--- src/rtl/core/wfs_pkg.sv ---
// ----------------------------------------------------------------------------
// wfs_pkg
// Shared types and constants for the wall-following PD steering block.
// ----------------------------------------------------------------------------
package wfs_pkg;

  // fixed controller constants
  localparam logic signed [17:0] PI_Q12       = 18'sd12861;
  localparam logic [12:0]        NO_ECHO_MM   = 13'd5000;
  localparam logic [8:0]         MOTOR_STOP   = 9'd0;
  localparam logic [8:0]         MOTOR_CORNER = 9'd200;
  localparam logic [8:0]         MOTOR_CRUISE = 9'd400;

  // configuration register indexes
  localparam logic [2:0] CFG_SET_DIST    = 3'd0;
  localparam logic [2:0] CFG_KP          = 3'd1;
  localparam logic [2:0] CFG_KD          = 3'd2;
  localparam logic [2:0] CFG_CORNER_MM   = 3'd3;
  localparam logic [2:0] CFG_TURN_ANGLE  = 3'd4;
  localparam logic [2:0] CFG_SIDE_CRASH  = 3'd5;
  localparam logic [2:0] CFG_FRONT_CRASH = 3'd6;
  localparam logic [2:0] CFG_STEER_LIM   = 3'd7;

  // request to the pd arithmetic unit
  typedef struct packed {
    logic              start;
    logic [15:0]       kp;
    logic [19:0]       kd;
    logic [10:0]       lim;
    logic signed [13:0] err;
    logic signed [14:0] derr;
    logic [31:0]       dt;
  } pd_req_t;

  // response from the pd arithmetic unit
  typedef struct packed {
    logic              done;
    logic signed [11:0] steer;
  } pd_rsp_t;

endpackage

--- src/rtl/core/wfs_pd_unit.sv ---
// ----------------------------------------------------------------------------
// wfs_pd_unit
// Serial PD steering arithmetic: shift-add product over the elapsed time,
// one bit per cycle, then a restoring divide, one quotient bit per cycle,
// with saturation to the steering limit.
// ----------------------------------------------------------------------------
module wfs_pd_unit import wfs_pkg::*; (
  input  logic    clk_i,
  input  logic    rst_ni,
  input  pd_req_t req_i,
  output pd_rsp_t rsp_o
);

  localparam logic [2:0] P_IDLE = 3'd0;
  localparam logic [2:0] P_MA   = 3'd1;
  localparam logic [2:0] P_MB   = 3'd2;
  localparam logic [2:0] P_MUL  = 3'd3;
  localparam logic [2:0] P_ABS  = 3'd4;
  localparam logic [2:0] P_CHK  = 3'd5;
  localparam logic [2:0] P_DIV  = 3'd6;
  localparam logic [2:0] P_DONE = 3'd7;

  localparam logic [4:0] MUL_LAST = 5'd31;
  localparam logic [4:0] DIV_LAST = 5'd11;

  logic [2:0]         state_q, state_d;
  logic [4:0]         cnt_q, cnt_d;

  logic [15:0]        kp_q;
  logic [19:0]        kd_q;
  logic [10:0]        lim_q;
  logic signed [13:0] err_q;
  logic signed [14:0] derr_q;
  logic [31:0]        dt_q;
  logic               zdt_q;
  logic signed [30:0] a_q;
  logic signed [62:0] acc_q;
  logic signed [62:0] ash_q;
  logic [31:0]        m_q;
  logic               neg_q;
  logic [61:0]        rem_q;
  logic               sat_q;
  logic [52:0]        dsh_q;
  logic [11:0]        quo_q;

  logic signed [30:0] prod_a;
  logic signed [35:0] prod_b;
  logic signed [62:0] acc_abs;
  logic [61:0]        dsh_x;
  logic               sub_ok;
  logic [11:0]        mag;

  assign prod_a  = $signed({1'b0, kp_q}) * err_q;
  assign prod_b  = $signed({1'b0, kd_q}) * derr_q;
  assign acc_abs = acc_q[62] ? -acc_q : acc_q;
  assign dsh_x   = {9'b0, dsh_q};
  assign sub_ok  = rem_q >= dsh_x;
  assign mag     = (sat_q || (quo_q > {1'b0, lim_q})) ? {1'b0, lim_q} : quo_q;

  assign rsp_o.done  = (state_q == P_DONE);
  assign rsp_o.steer = neg_q ? $signed(mag) : -$signed(mag);

  always_comb begin
    state_d = state_q;
    cnt_d   = cnt_q;
    case (state_q)
      P_IDLE: begin
        if (req_i.start) begin
          state_d = P_MA;
        end
      end
      P_MA: state_d = P_MB;
      P_MB: begin
        state_d = P_MUL;
        cnt_d   = '0;
      end
      P_MUL: begin
        cnt_d = cnt_q + 5'd1;
        if (cnt_q == MUL_LAST) begin
          state_d = P_ABS;
        end
      end
      P_ABS: state_d = P_CHK;
      P_CHK: begin
        state_d = P_DIV;
        cnt_d   = '0;
      end
      P_DIV: begin
        cnt_d = cnt_q + 5'd1;
        if (cnt_q == DIV_LAST) begin
          state_d = P_DONE;
        end
      end
      P_DONE: state_d = P_IDLE;
      default: state_d = P_IDLE;
    endcase
  end

  always_ff @(posedge clk_i or negedge rst_ni) begin
    if (!rst_ni) begin
      state_q <= P_IDLE;
      cnt_q   <= '0;
    end else begin
      state_q <= state_d;
      cnt_q   <= cnt_d;
    end
  end

  always_ff @(posedge clk_i) begin
    case (state_q)
      P_IDLE: begin
        if (req_i.start) begin
          kp_q   <= req_i.kp;
          kd_q   <= req_i.kd;
          lim_q  <= req_i.lim;
          err_q  <= req_i.err;
          derr_q <= req_i.derr;
          zdt_q  <= (req_i.dt == 32'd0);
          dt_q   <= (req_i.dt == 32'd0) ? 32'd1 : req_i.dt;
        end
      end
      P_MA: a_q <= prod_a;
      P_MB: begin
        acc_q <= zdt_q ? '0 : ({{27{prod_b[35]}}, prod_b} << 10);
        ash_q <= {{32{a_q[30]}}, a_q};
        m_q   <= dt_q;
      end
      P_MUL: begin
        if (m_q[0]) begin
          acc_q <= acc_q + ash_q;
        end
        ash_q <= ash_q << 1;
        m_q   <= m_q >> 1;
      end
      P_ABS: begin
        neg_q <= acc_q[62];
        rem_q <= acc_abs[61:0];
      end
      P_CHK: begin
        sat_q <= rem_q >= {8'b0, dt_q, 22'b0};
        dsh_q <= {dt_q, 21'b0};
        quo_q <= '0;
      end
      P_DIV: begin
        if (sub_ok) begin
          rem_q <= rem_q - dsh_x;
        end
        quo_q <= {quo_q[10:0], sub_ok};
        dsh_q <= dsh_q >> 1;
      end
      default: begin
      end
    endcase
  end

`ifndef SYNTHESIS
  a_start_idle: assert property (@(posedge clk_i) disable iff (!rst_ni)
    req_i.start |-> state_q == P_IDLE)
    else $error("pd unit started while busy");

  a_div_count: assert property (@(posedge clk_i) disable iff (!rst_ni)
    state_q == P_DIV |-> cnt_q <= DIV_LAST)
    else $error("divide step count overrun");

  a_done_once: assert property (@(posedge clk_i) disable iff (!rst_ni)
    state_q == P_DONE |=> state_q == P_IDLE)
    else $error("pd unit did not return to idle");
`endif

endmodule

--- src/rtl/core/wall_follow_pd_steering.sv ---
// Path: repeated, crash and corner ticks pass from the input registers through
//   evaluation to the output register; a wall-following tick also waits on the
//   serial product over the elapsed time and the divide in the PD unit.
// Throughput: one tick at a time; the next input is taken once the tick's
//   result sits in the output register.
// Reset: asynchronous, clears the controller state and loads the register defaults.
// ----------------------------------------------------------------------------
// wall_follow_pd_steering
// Wall-following steering controller with PD control on the right range and
// a yaw-terminated corner mode, stream input and output.
// ----------------------------------------------------------------------------
module wall_follow_pd_steering import wfs_pkg::*; (
  input  logic        clk_i,
  input  logic        rst_ni,
  input  logic        cfg_we_i,
  input  logic [2:0]  cfg_idx_i,
  input  logic [19:0] cfg_wdata_i,
  input  logic        s_axis_tvalid,
  output logic        s_axis_tready,
  // right_mm[12:0], left_mm[25:13], front_mm[38:26], yaw_angle[53:39],
  // time_us[85:54], zero[87:86]
  input  logic [87:0] s_axis_tdata,
  output logic        m_axis_tvalid,
  input  logic        m_axis_tready,
  // motor_level[8:0], steering_level[20:9], corner_mode[21], crash_stop[22],
  // zero[23]
  output logic [23:0] m_axis_tdata
);

  localparam logic [1:0] ST_IDLE = 2'd0;
  localparam logic [1:0] ST_EVAL = 2'd1;
  localparam logic [1:0] ST_PD   = 2'd2;
  localparam logic [1:0] ST_FIN  = 2'd3;

  logic [1:0]  state_q, state_d;

  logic [12:0] set_q;
  logic [15:0] kp_q;
  logic [19:0] kd_q;
  logic [12:0] corner_q;
  logic [13:0] turn_q;
  logic [12:0] side_q;
  logic [12:0] front_crash_q;
  logic [10:0] lim_q;

  logic               in_corner_q;
  logic               entry_cap_q;
  logic signed [14:0] entry_yaw_q;
  logic signed [13:0] prev_err_q;
  logic [31:0]        prev_time_q;
  logic [12:0]        held_right_q;
  logic [8:0]         held_motor_q;
  logic signed [11:0] held_steer_q;
  logic               crash_q;

  logic [12:0]        right_q, left_q, front_q;
  logic signed [14:0] yaw_q;
  logic [31:0]        time_q;

  logic               out_valid_q;
  logic [23:0]        out_data_q;

  logic               acted, crash, over_range, pd_path, corner_done, wrap;
  logic [12:0]        r_eff;
  logic signed [14:0] ey;
  logic signed [17:0] ey_x, yaw_x, turn_x, sum_x, diff_x, thr_x;
  logic signed [13:0] err;
  logic signed [14:0] derr;
  logic signed [11:0] lim_s;
  logic               out_free;
  pd_req_t            pd_req;
  pd_rsp_t            pd_rsp;

  function automatic logic signed [11:0] clamp_steer(input logic signed [11:0] v,
                                                     input logic [10:0] lim);
    logic signed [11:0] l;
    logic signed [11:0] r;
    l = $signed({1'b0, lim});
    if (v > l) begin
      r = l;
    end else if (v < -l) begin
      r = -l;
    end else begin
      r = v;
    end
    return r;
  endfunction

  assign acted = (right_q != held_right_q);
  assign crash = ((right_q != 13'd0) && (right_q < side_q)) ||
                 ((left_q != 13'd0) && (left_q < side_q)) ||
                 ((front_q != 13'd0) && (front_q < front_crash_q));
  assign r_eff      = (right_q == 13'd0) ? NO_ECHO_MM : right_q;
  assign over_range = r_eff > corner_q;
  assign pd_path    = acted && !crash && !in_corner_q && !over_range;

  assign ey     = entry_cap_q ? entry_yaw_q : yaw_q;
  assign ey_x   = 18'(ey);
  assign yaw_x  = 18'(yaw_q);
  assign turn_x = $signed({4'b0, turn_q});
  assign wrap   = ey_x < (turn_x - PI_Q12);
  assign sum_x  = ey_x + PI_Q12;
  assign diff_x = sum_x[17] ? -sum_x : sum_x;
  assign thr_x  = PI_Q12 - (turn_x - diff_x);
  assign corner_done = wrap ? ((yaw_x < thr_x) && (yaw_x > ey_x))
                            : (yaw_x < (ey_x - turn_x));

  assign err   = $signed({1'b0, set_q}) - $signed({1'b0, r_eff});
  assign derr  = $signed({err[13], err}) - $signed({prev_err_q[13], prev_err_q});
  assign lim_s = $signed({1'b0, lim_q});

  assign pd_req.start = (state_q == ST_EVAL) && pd_path;
  assign pd_req.kp    = kp_q;
  assign pd_req.kd    = kd_q;
  assign pd_req.lim   = lim_q;
  assign pd_req.err   = err;
  assign pd_req.derr  = derr;
  assign pd_req.dt    = time_q - prev_time_q;

  wfs_pd_unit u_pd (
    .clk_i  (clk_i),
    .rst_ni (rst_ni),
    .req_i  (pd_req),
    .rsp_o  (pd_rsp)
  );

  assign out_free      = !out_valid_q || m_axis_tready;
  assign s_axis_tready = (state_q == ST_IDLE);
  assign m_axis_tvalid = out_valid_q;
  assign m_axis_tdata  = out_data_q;

  always_comb begin
    state_d = state_q;
    case (state_q)
      ST_IDLE: begin
        if (s_axis_tvalid) begin
          state_d = ST_EVAL;
        end
      end
      ST_EVAL: state_d = pd_path ? ST_PD : ST_FIN;
      ST_PD: begin
        if (pd_rsp.done) begin
          state_d = ST_FIN;
        end
      end
      ST_FIN: begin
        if (out_free) begin
          state_d = ST_IDLE;
        end
      end
      default: state_d = ST_IDLE;
    endcase
  end

  // configuration registers
  always_ff @(posedge clk_i or negedge rst_ni) begin
    if (!rst_ni) begin
      set_q         <= 13'd500;
      kp_q          <= 16'd819;
      kd_q          <= 20'd60000;
      corner_q      <= 13'd1500;
      turn_q        <= 14'd5734;
      side_q        <= 13'd100;
      front_crash_q <= 13'd200;
      lim_q         <= 11'd800;
    end else if (cfg_we_i) begin
      case (cfg_idx_i)
        CFG_SET_DIST:    set_q         <= cfg_wdata_i[12:0];
        CFG_KP:          kp_q          <= cfg_wdata_i[15:0];
        CFG_KD:          kd_q          <= cfg_wdata_i;
        CFG_CORNER_MM:   corner_q      <= cfg_wdata_i[12:0];
        CFG_TURN_ANGLE:  turn_q        <= cfg_wdata_i[13:0];
        CFG_SIDE_CRASH:  side_q        <= cfg_wdata_i[12:0];
        CFG_FRONT_CRASH: front_crash_q <= cfg_wdata_i[12:0];
        CFG_STEER_LIM:   lim_q         <= cfg_wdata_i[10:0];
        default: begin
        end
      endcase
    end
  end

  // controller state
  always_ff @(posedge clk_i or negedge rst_ni) begin
    if (!rst_ni) begin
      state_q      <= ST_IDLE;
      in_corner_q  <= 1'b0;
      entry_cap_q  <= 1'b0;
      entry_yaw_q  <= '0;
      prev_err_q   <= '0;
      prev_time_q  <= '0;
      held_right_q <= '0;
      held_motor_q <= '0;
      held_steer_q <= '0;
      crash_q      <= 1'b0;
      out_valid_q  <= 1'b0;
    end else begin
      state_q <= state_d;
      if (state_q == ST_EVAL) begin
        crash_q <= acted && crash;
        if (acted) begin
          held_right_q <= ((right_q == 13'd0) && !crash) ? NO_ECHO_MM : right_q;
          if (crash) begin
            held_steer_q <= '0;
            held_motor_q <= MOTOR_STOP;
          end else if (in_corner_q) begin
            entry_cap_q <= 1'b1;
            entry_yaw_q <= ey;
            if (corner_done) begin
              in_corner_q  <= 1'b0;
              held_steer_q <= clamp_steer(held_steer_q, lim_q);
            end else begin
              held_steer_q <= lim_s;
              held_motor_q <= MOTOR_CORNER;
            end
          end else if (over_range) begin
            in_corner_q  <= 1'b1;
            entry_cap_q  <= 1'b0;
            held_steer_q <= lim_s;
            held_motor_q <= MOTOR_CORNER;
          end else begin
            prev_err_q   <= err;
            prev_time_q  <= time_q;
            held_motor_q <= MOTOR_CRUISE;
          end
        end
      end
      if ((state_q == ST_PD) && pd_rsp.done) begin
        held_steer_q <= pd_rsp.steer;
      end
      if ((state_q == ST_FIN) && out_free) begin
        out_valid_q <= 1'b1;
      end else if (m_axis_tready) begin
        out_valid_q <= 1'b0;
      end
    end
  end

  // input capture and output data
  always_ff @(posedge clk_i) begin
    if (s_axis_tvalid && s_axis_tready) begin
      right_q <= s_axis_tdata[12:0];
      left_q  <= s_axis_tdata[25:13];
      front_q <= s_axis_tdata[38:26];
      yaw_q   <= s_axis_tdata[53:39];
      time_q  <= s_axis_tdata[85:54];
    end
    if ((state_q == ST_FIN) && out_free) begin
      out_data_q <= {1'b0, crash_q, in_corner_q, held_steer_q, held_motor_q};
    end
  end

`ifndef SYNTHESIS
  a_pd_done_state: assert property (@(posedge clk_i) disable iff (!rst_ni)
    pd_rsp.done |-> state_q == ST_PD)
    else $error("pd result outside of pd wait");

  a_motor_levels: assert property (@(posedge clk_i) disable iff (!rst_ni)
    held_motor_q == MOTOR_STOP || held_motor_q == MOTOR_CORNER ||
    held_motor_q == MOTOR_CRUISE)
    else $error("held motor level out of set");

  a_corner_motor: assert property (@(posedge clk_i) disable iff (!rst_ni)
    in_corner_q |-> held_motor_q != MOTOR_CRUISE)
    else $error("cruise drive while in corner mode");
`endif

endmodule

--- config.mk ---
export PLATFORM = sky130hd
export DESIGN_NAME = wall_follow_pd_steering
export DESIGN_NICKNAME = d
export VERILOG_FILES = /design/src/rtl/core/wfs_pkg.sv /design/src/rtl/core/wfs_pd_unit.sv /design/src/rtl/core/wall_follow_pd_steering.sv
export SDC_FILE = /design/constraint.sdc
export NUM_CORES = 2
export LEC_CHECK = 0
export ABC_AREA = 1
export BUFFER_PORTS_ARGS = -buffer_cell sky130_fd_sc_hd__buf_2
export CORE_UTILIZATION = 32
export CTS_CLUSTER_DIAMETER = 40
export DETAILED_ROUTE_END_ITERATION = 10
export HOLD_SLACK_MARGIN = 0.02
export REMOVE_ABC_BUFFERS = 1
export SYNTH_ARGS = -nofsm -noshare
export SYNTH_HDL_FRONTEND = slang
export SYNTH_SLANG_ARGS = --single-unit
--- constraint.sdc ---
create_clock -name clk_i -period 7.2 [get_ports clk_i]
set_clock_uncertainty 0.2 [all_clocks]
set_input_delay 1.44 -clock clk_i [delete_from_list [all_inputs] [get_ports clk_i]]
set_output_delay 1.44 -clock clk_i [all_outputs]
set_load 0.02 [all_outputs]
==> results.md <==
Run status:
- The run finished with clean final reports.

Routing:
- The DRC violations left is 0.
- Dividing the detail-routed wire length by the instance count gives 17.07 um.
- After detailed routing, the number of vias per cell comes to 4.939.
- The final wirelength is 187700 um.
- The routed layout has 54323 vias.
- After the first detailed-routing iteration, the DRC count stood at 3980.
- The detail route stage leaves a number of antenna-violating nets equal to 0.
- The detailed-router iteration count before antenna repair is 8.

Logic synthesis:
- The number of flops mapped to enable cells by yosys is 530.
- Of the synthesized area, sequential elements account for 32.57%.
- The warning count from the yosys run is 0.
- The top-area cell type share of the netlist area is 24.26%.
- The area of the mapped netlist is 65610 um2.
- For this run, asynchronously set or reset flops after synthesis account for 28.95%.
- The library cell with the highest instance count after synthesis is nand2_1.
- The synthesized design contains 746 register bits.
- Among all flip-flop cells after synthesis, the most frequent one is edfxtp_1.
- The cell type with the highest aggregate area in the netlist is edfxtp_1.
- By area the synthesized netlist is led by edfxtp_1 (24%), fa_1 (12%), ha_1 (12%), nand2_1 (11%), inv_1 (8.1%).
- Sorting the synthesized cells by how often they occur yields nand2_1 (1862), inv_1 (1420), ha_1 (642).
- The average instance in the mapped netlist occupies 8.121 um2.
- Synthesis produced a netlist whose cell count is 8079.
- The number of unique standard cell types used by synthesis is 60.

Placement:
- The final weighted congestion of routability-driven global placement is 0.9661.
- Once detailed placement completed, the half-perimeter wirelength came to 150900 um.
- The placed cell area is 69510 um2.
- In this run the tool buffered the top-level ports with 134 buffer cells.

Timing:
- The setup TNS is 0 ps.
- The number of setup violations in the final report is 0.
- The minimum clock period is 6686 ps.
- The final cycle utilization of the critical path is 92.87%.
- The highest attainable clock frequency is 149.6 MHz.
- Setup repair after global routing left no endpoint under its margin.
- At the pin with the least slew margin, the transition time is 1094 ps.
- The count of final max-slew check failures is 0.
- The worst relative slew slack is 26.30%.
- The final-report hold violation count came to 0.

Finish:
- For this run, the post-layout net count is 9382.
- Compared with the post-synthesis result, the final layout area differs by 12.78%.
- The post-route netlist has 7.050% of its cells at a drive strength greater than 1.
- The final design area excluding fillers is 74000 um2.

Run:
- The total of max-cap violations is 0.

Global routing:
- The number of antenna violations at the first check in global routing is 1.
- The first global-routing pass estimated 297200 um of wire.
- Global routing finished with a remaining overflow of 0.
- Entering global routing, the biggest net connects 157 pins.
- The via count of the first global-routing pass is 54508.
- Global routing used 18.15% of the available tracks.

Setup path:
- Of all nets on the critical path, the largest fanout is 15.
- STA classifies the critical path startpoint as a flip-flop.
- The category of the most critical setup path is flip-flop to flip-flop.
- STA classifies the critical path endpoint as a flip-flop.
- Data arrives at the worst endpoint at 6960 ps.
- For the worst setup path, the data required time is 7470 ps.

Clock network:
- No sink is reached through more buffers than the 3 on the longest clock path.
- The number of buffers inserted by hold repair at cts is 0.
- TritonCTS built the clock tree.
- The cell chosen for the clock root is clkbuf_16.
- At the later pin of the worst-skew pair, clock insertion delay measures 790 ps.
- TritonCTS created 131 clock buffers.
- The H-tree was split into 4 levels.
- The clock drives 746 sinks.
- The clock-pin slew on the worst setup and hold paths is 60 ps.

Power and ir drop:
- The total net switching power is 0.01541 W.
- The part of the total power dissipated in the clock network is 19.4%.
- The total power per unit cell area is 432.1 nW/um2.
- The worst-case IR drop observed on VDD is 0.0004995 V.
- The internal power of the cells totals 0.01656 W.
- The combinational power share is 56.2%.
- The share of power burned in registers is 24.4%.
- The analysis attributes to cell leakage a power of 35.45 nW.
- Net switching is 48.21% of the power.

Hold path:
- The path type of the worst min-delay path is flip-flop to flip-flop.

Floorplan:
- The I/O pin count is 142.
- Once the floorplan was initialized, standard cells occupied 32.33% of the core.
- The placement row count is 165.
- The die area is 206900 um2.
- In this run the standard cell core region covers 202900 um2.
- The width of the die is 454.8 um.
- From bottom edge to top edge, the die measures 454.8 um.
-- registers in the layout, indices dropped and copies added, names as in the netlist, 15 cells and up --
| signal | count |
|---|---|
| u_pd.a_q | 31 |
| prev_time_q | 32 |
| u_pd.kp_q | 16 |
| u_pd.ash_q | 63 |
| u_pd.acc_q | 63 |
| u_pd.kd_q | 20 |
| u_pd.derr_q | 15 |
| time_q | 32 |
| u_pd.m_q | 32 |
| entry_yaw_q | 15 |
| m_axis_tdata | 17 |
| u_pd.rem_q | 62 |
| yaw_q | 15 |
| kd_q | 20 |
| u_pd.dt_q | 32 |
| kp_q | 16 |
| u_pd.dsh_q | 53 |
-- power by group through the flow --
stage	Combinational, W	Sequential, W	Clock (W)
CTS	0.0178	0.00779	0.00632
global route	0.0203	0.00793	0.00650
global placement	0.0174	0.00782	0
floorplan	0.0126	0.00750	0
detailed placement	0.0176	0.00784	0
finish	0.0180	0.00780	0.00621
-- critical path, stage by stage, from the launching register on --
cell,delay [ps]
edfxtp_1,830
nand2_1,200
fa_1,570
inv_1,50
fa_1,470
inv_1,50
fa_1,460
fa_1,490
inv_1,60
fa_1,500
fa_1,490
ha_1,350
nand2_1,130
inv_1,50
a21oi_1,130
nand2_1,110
a21oi_1,210
inv_1,70
nand2_1,60
nand2_1,120
a21boi_0,300
xor2_1,330
o21ai_0,130
-- metrics by stage --
| stage | hold slack [ps] | util, % | worst slack, ps | instances | power (W) |
|---|---|---|---|---|---|
| finish | 249.1 | 36.46 | 513.5 | 10999 | 0.03197 |
| global placement | 228.2 | 34.25 | -43.99 | 10756 | 0.02524 |
| floorplan | 219.4 | - | -3097 | 7864 | 0.02014 |
| detailed placement | 231.7 | 34.25 | -102.0 | 10756 | 0.02548 |
| CTS | 244.5 | 36.44 | 15.77 | 10997 | 0.03188 |
| global route | 256.7 | 36.46 | 17.70 | 10998 | 0.03469 |
-- repair_timing --
action                                  in CTS  in global routing
pin swaps                                    0                  1
buffers inserted                             0                  0
cloned                                       0                  1
resized for setup                            1                 17
endpoints found under the setup margin      12                 16
-- layout make-up --
cell class                 count  area (um2)
tap                         2672        3343
timing repair buffer         220        1355
clock inverter                87        1018
clock buffer                 154        3416
inverter                    1430        5373
sequential                   746       21370
antenna                        1       2.502
multi-input combinational   5689       38120
fill                       20791      128900
-- cells in the final DEF (no fill, tap or decap), types with 9 or more instances in the layout --
cell,netlist,final
a211oi_1,10,10
a21boi_0,12,10
a21o_1,43,43
a21oi_1,554,552
a221oi_1,11,11
a31oi_1,52,51
buf_2,4,133
buf_4,8,83
clkbuf_1,196,19
clkbuf_16,0,132
clkinv_1,2,10
clkinv_2,0,15
clkinv_4,0,11
clkinvlp_4,0,14
dfrtp_1,174,173
dfstp_2,42,42
edfxtp_1,530,530
fa_1,406,406
ha_1,642,642
inv_1,1420,1417
inv_2,8,10
inv_6,0,13
nand2_1,1862,1858
nand3_1,265,265
nand3b_1,11,11
nand4_1,73,73
nor2_1,606,602
nor3_1,80,79
nor4_1,48,47
o211ai_1,20,20
o21a_1,21,21
o21ai_0,584,580
o21ai_1,17,18
o21ai_2,7,9
o21bai_1,31,31
o22ai_1,11,11
o31ai_1,11,11
or2_2,47,47
xnor2_1,63,63
xor2_1,133,133
-- routing by layer --
metal  wire length, um  GRT usage [%]  vias to the layer above  share of wire (%)
li1                  -              -                    26498                  -
met1             84140          23.98                    26039                 45
met2             88040          30.52                     1455                 47
met3              9360          2.334                      331                5.0
met4              6167          6.040                        0                3.3
met5                 0              0                        -                  0
-- path summary, 6_finish.rpt --
path	start	end	slack, ps	cells past startpoint
min in group asynchronous	rst_ni	prev_time_q[13]	420	1
worst min register to register	kd_q[4]	u_pd.kd_q[4]	250	0
worst max-delay path	u_pd.derr_q[2]	u_pd.acc_q[33]	510	22
max in group asynchronous	rst_ni	prev_err_q[9]	4960	2
worst max register to register	u_pd.derr_q[2]	u_pd.acc_q[33]	510	22
worst min-delay path	kd_q[4]	u_pd.kd_q[4]	250	0
-- cell families after synthesis --
kind of cell / Yosys count / synth area share (%)
flops: 746 / 32.57
buf+inv: 1651 / 9.544
simple gates: 3018 / 18.78
other cells: 2 / 0.01145
mux: 6 / 0.1011
compound gates: 1410 / 11.70
xor+xnor: 198 / 2.666
fa+ha+maj: 1048 / 24.63
(Power assumes the default switching activity.)
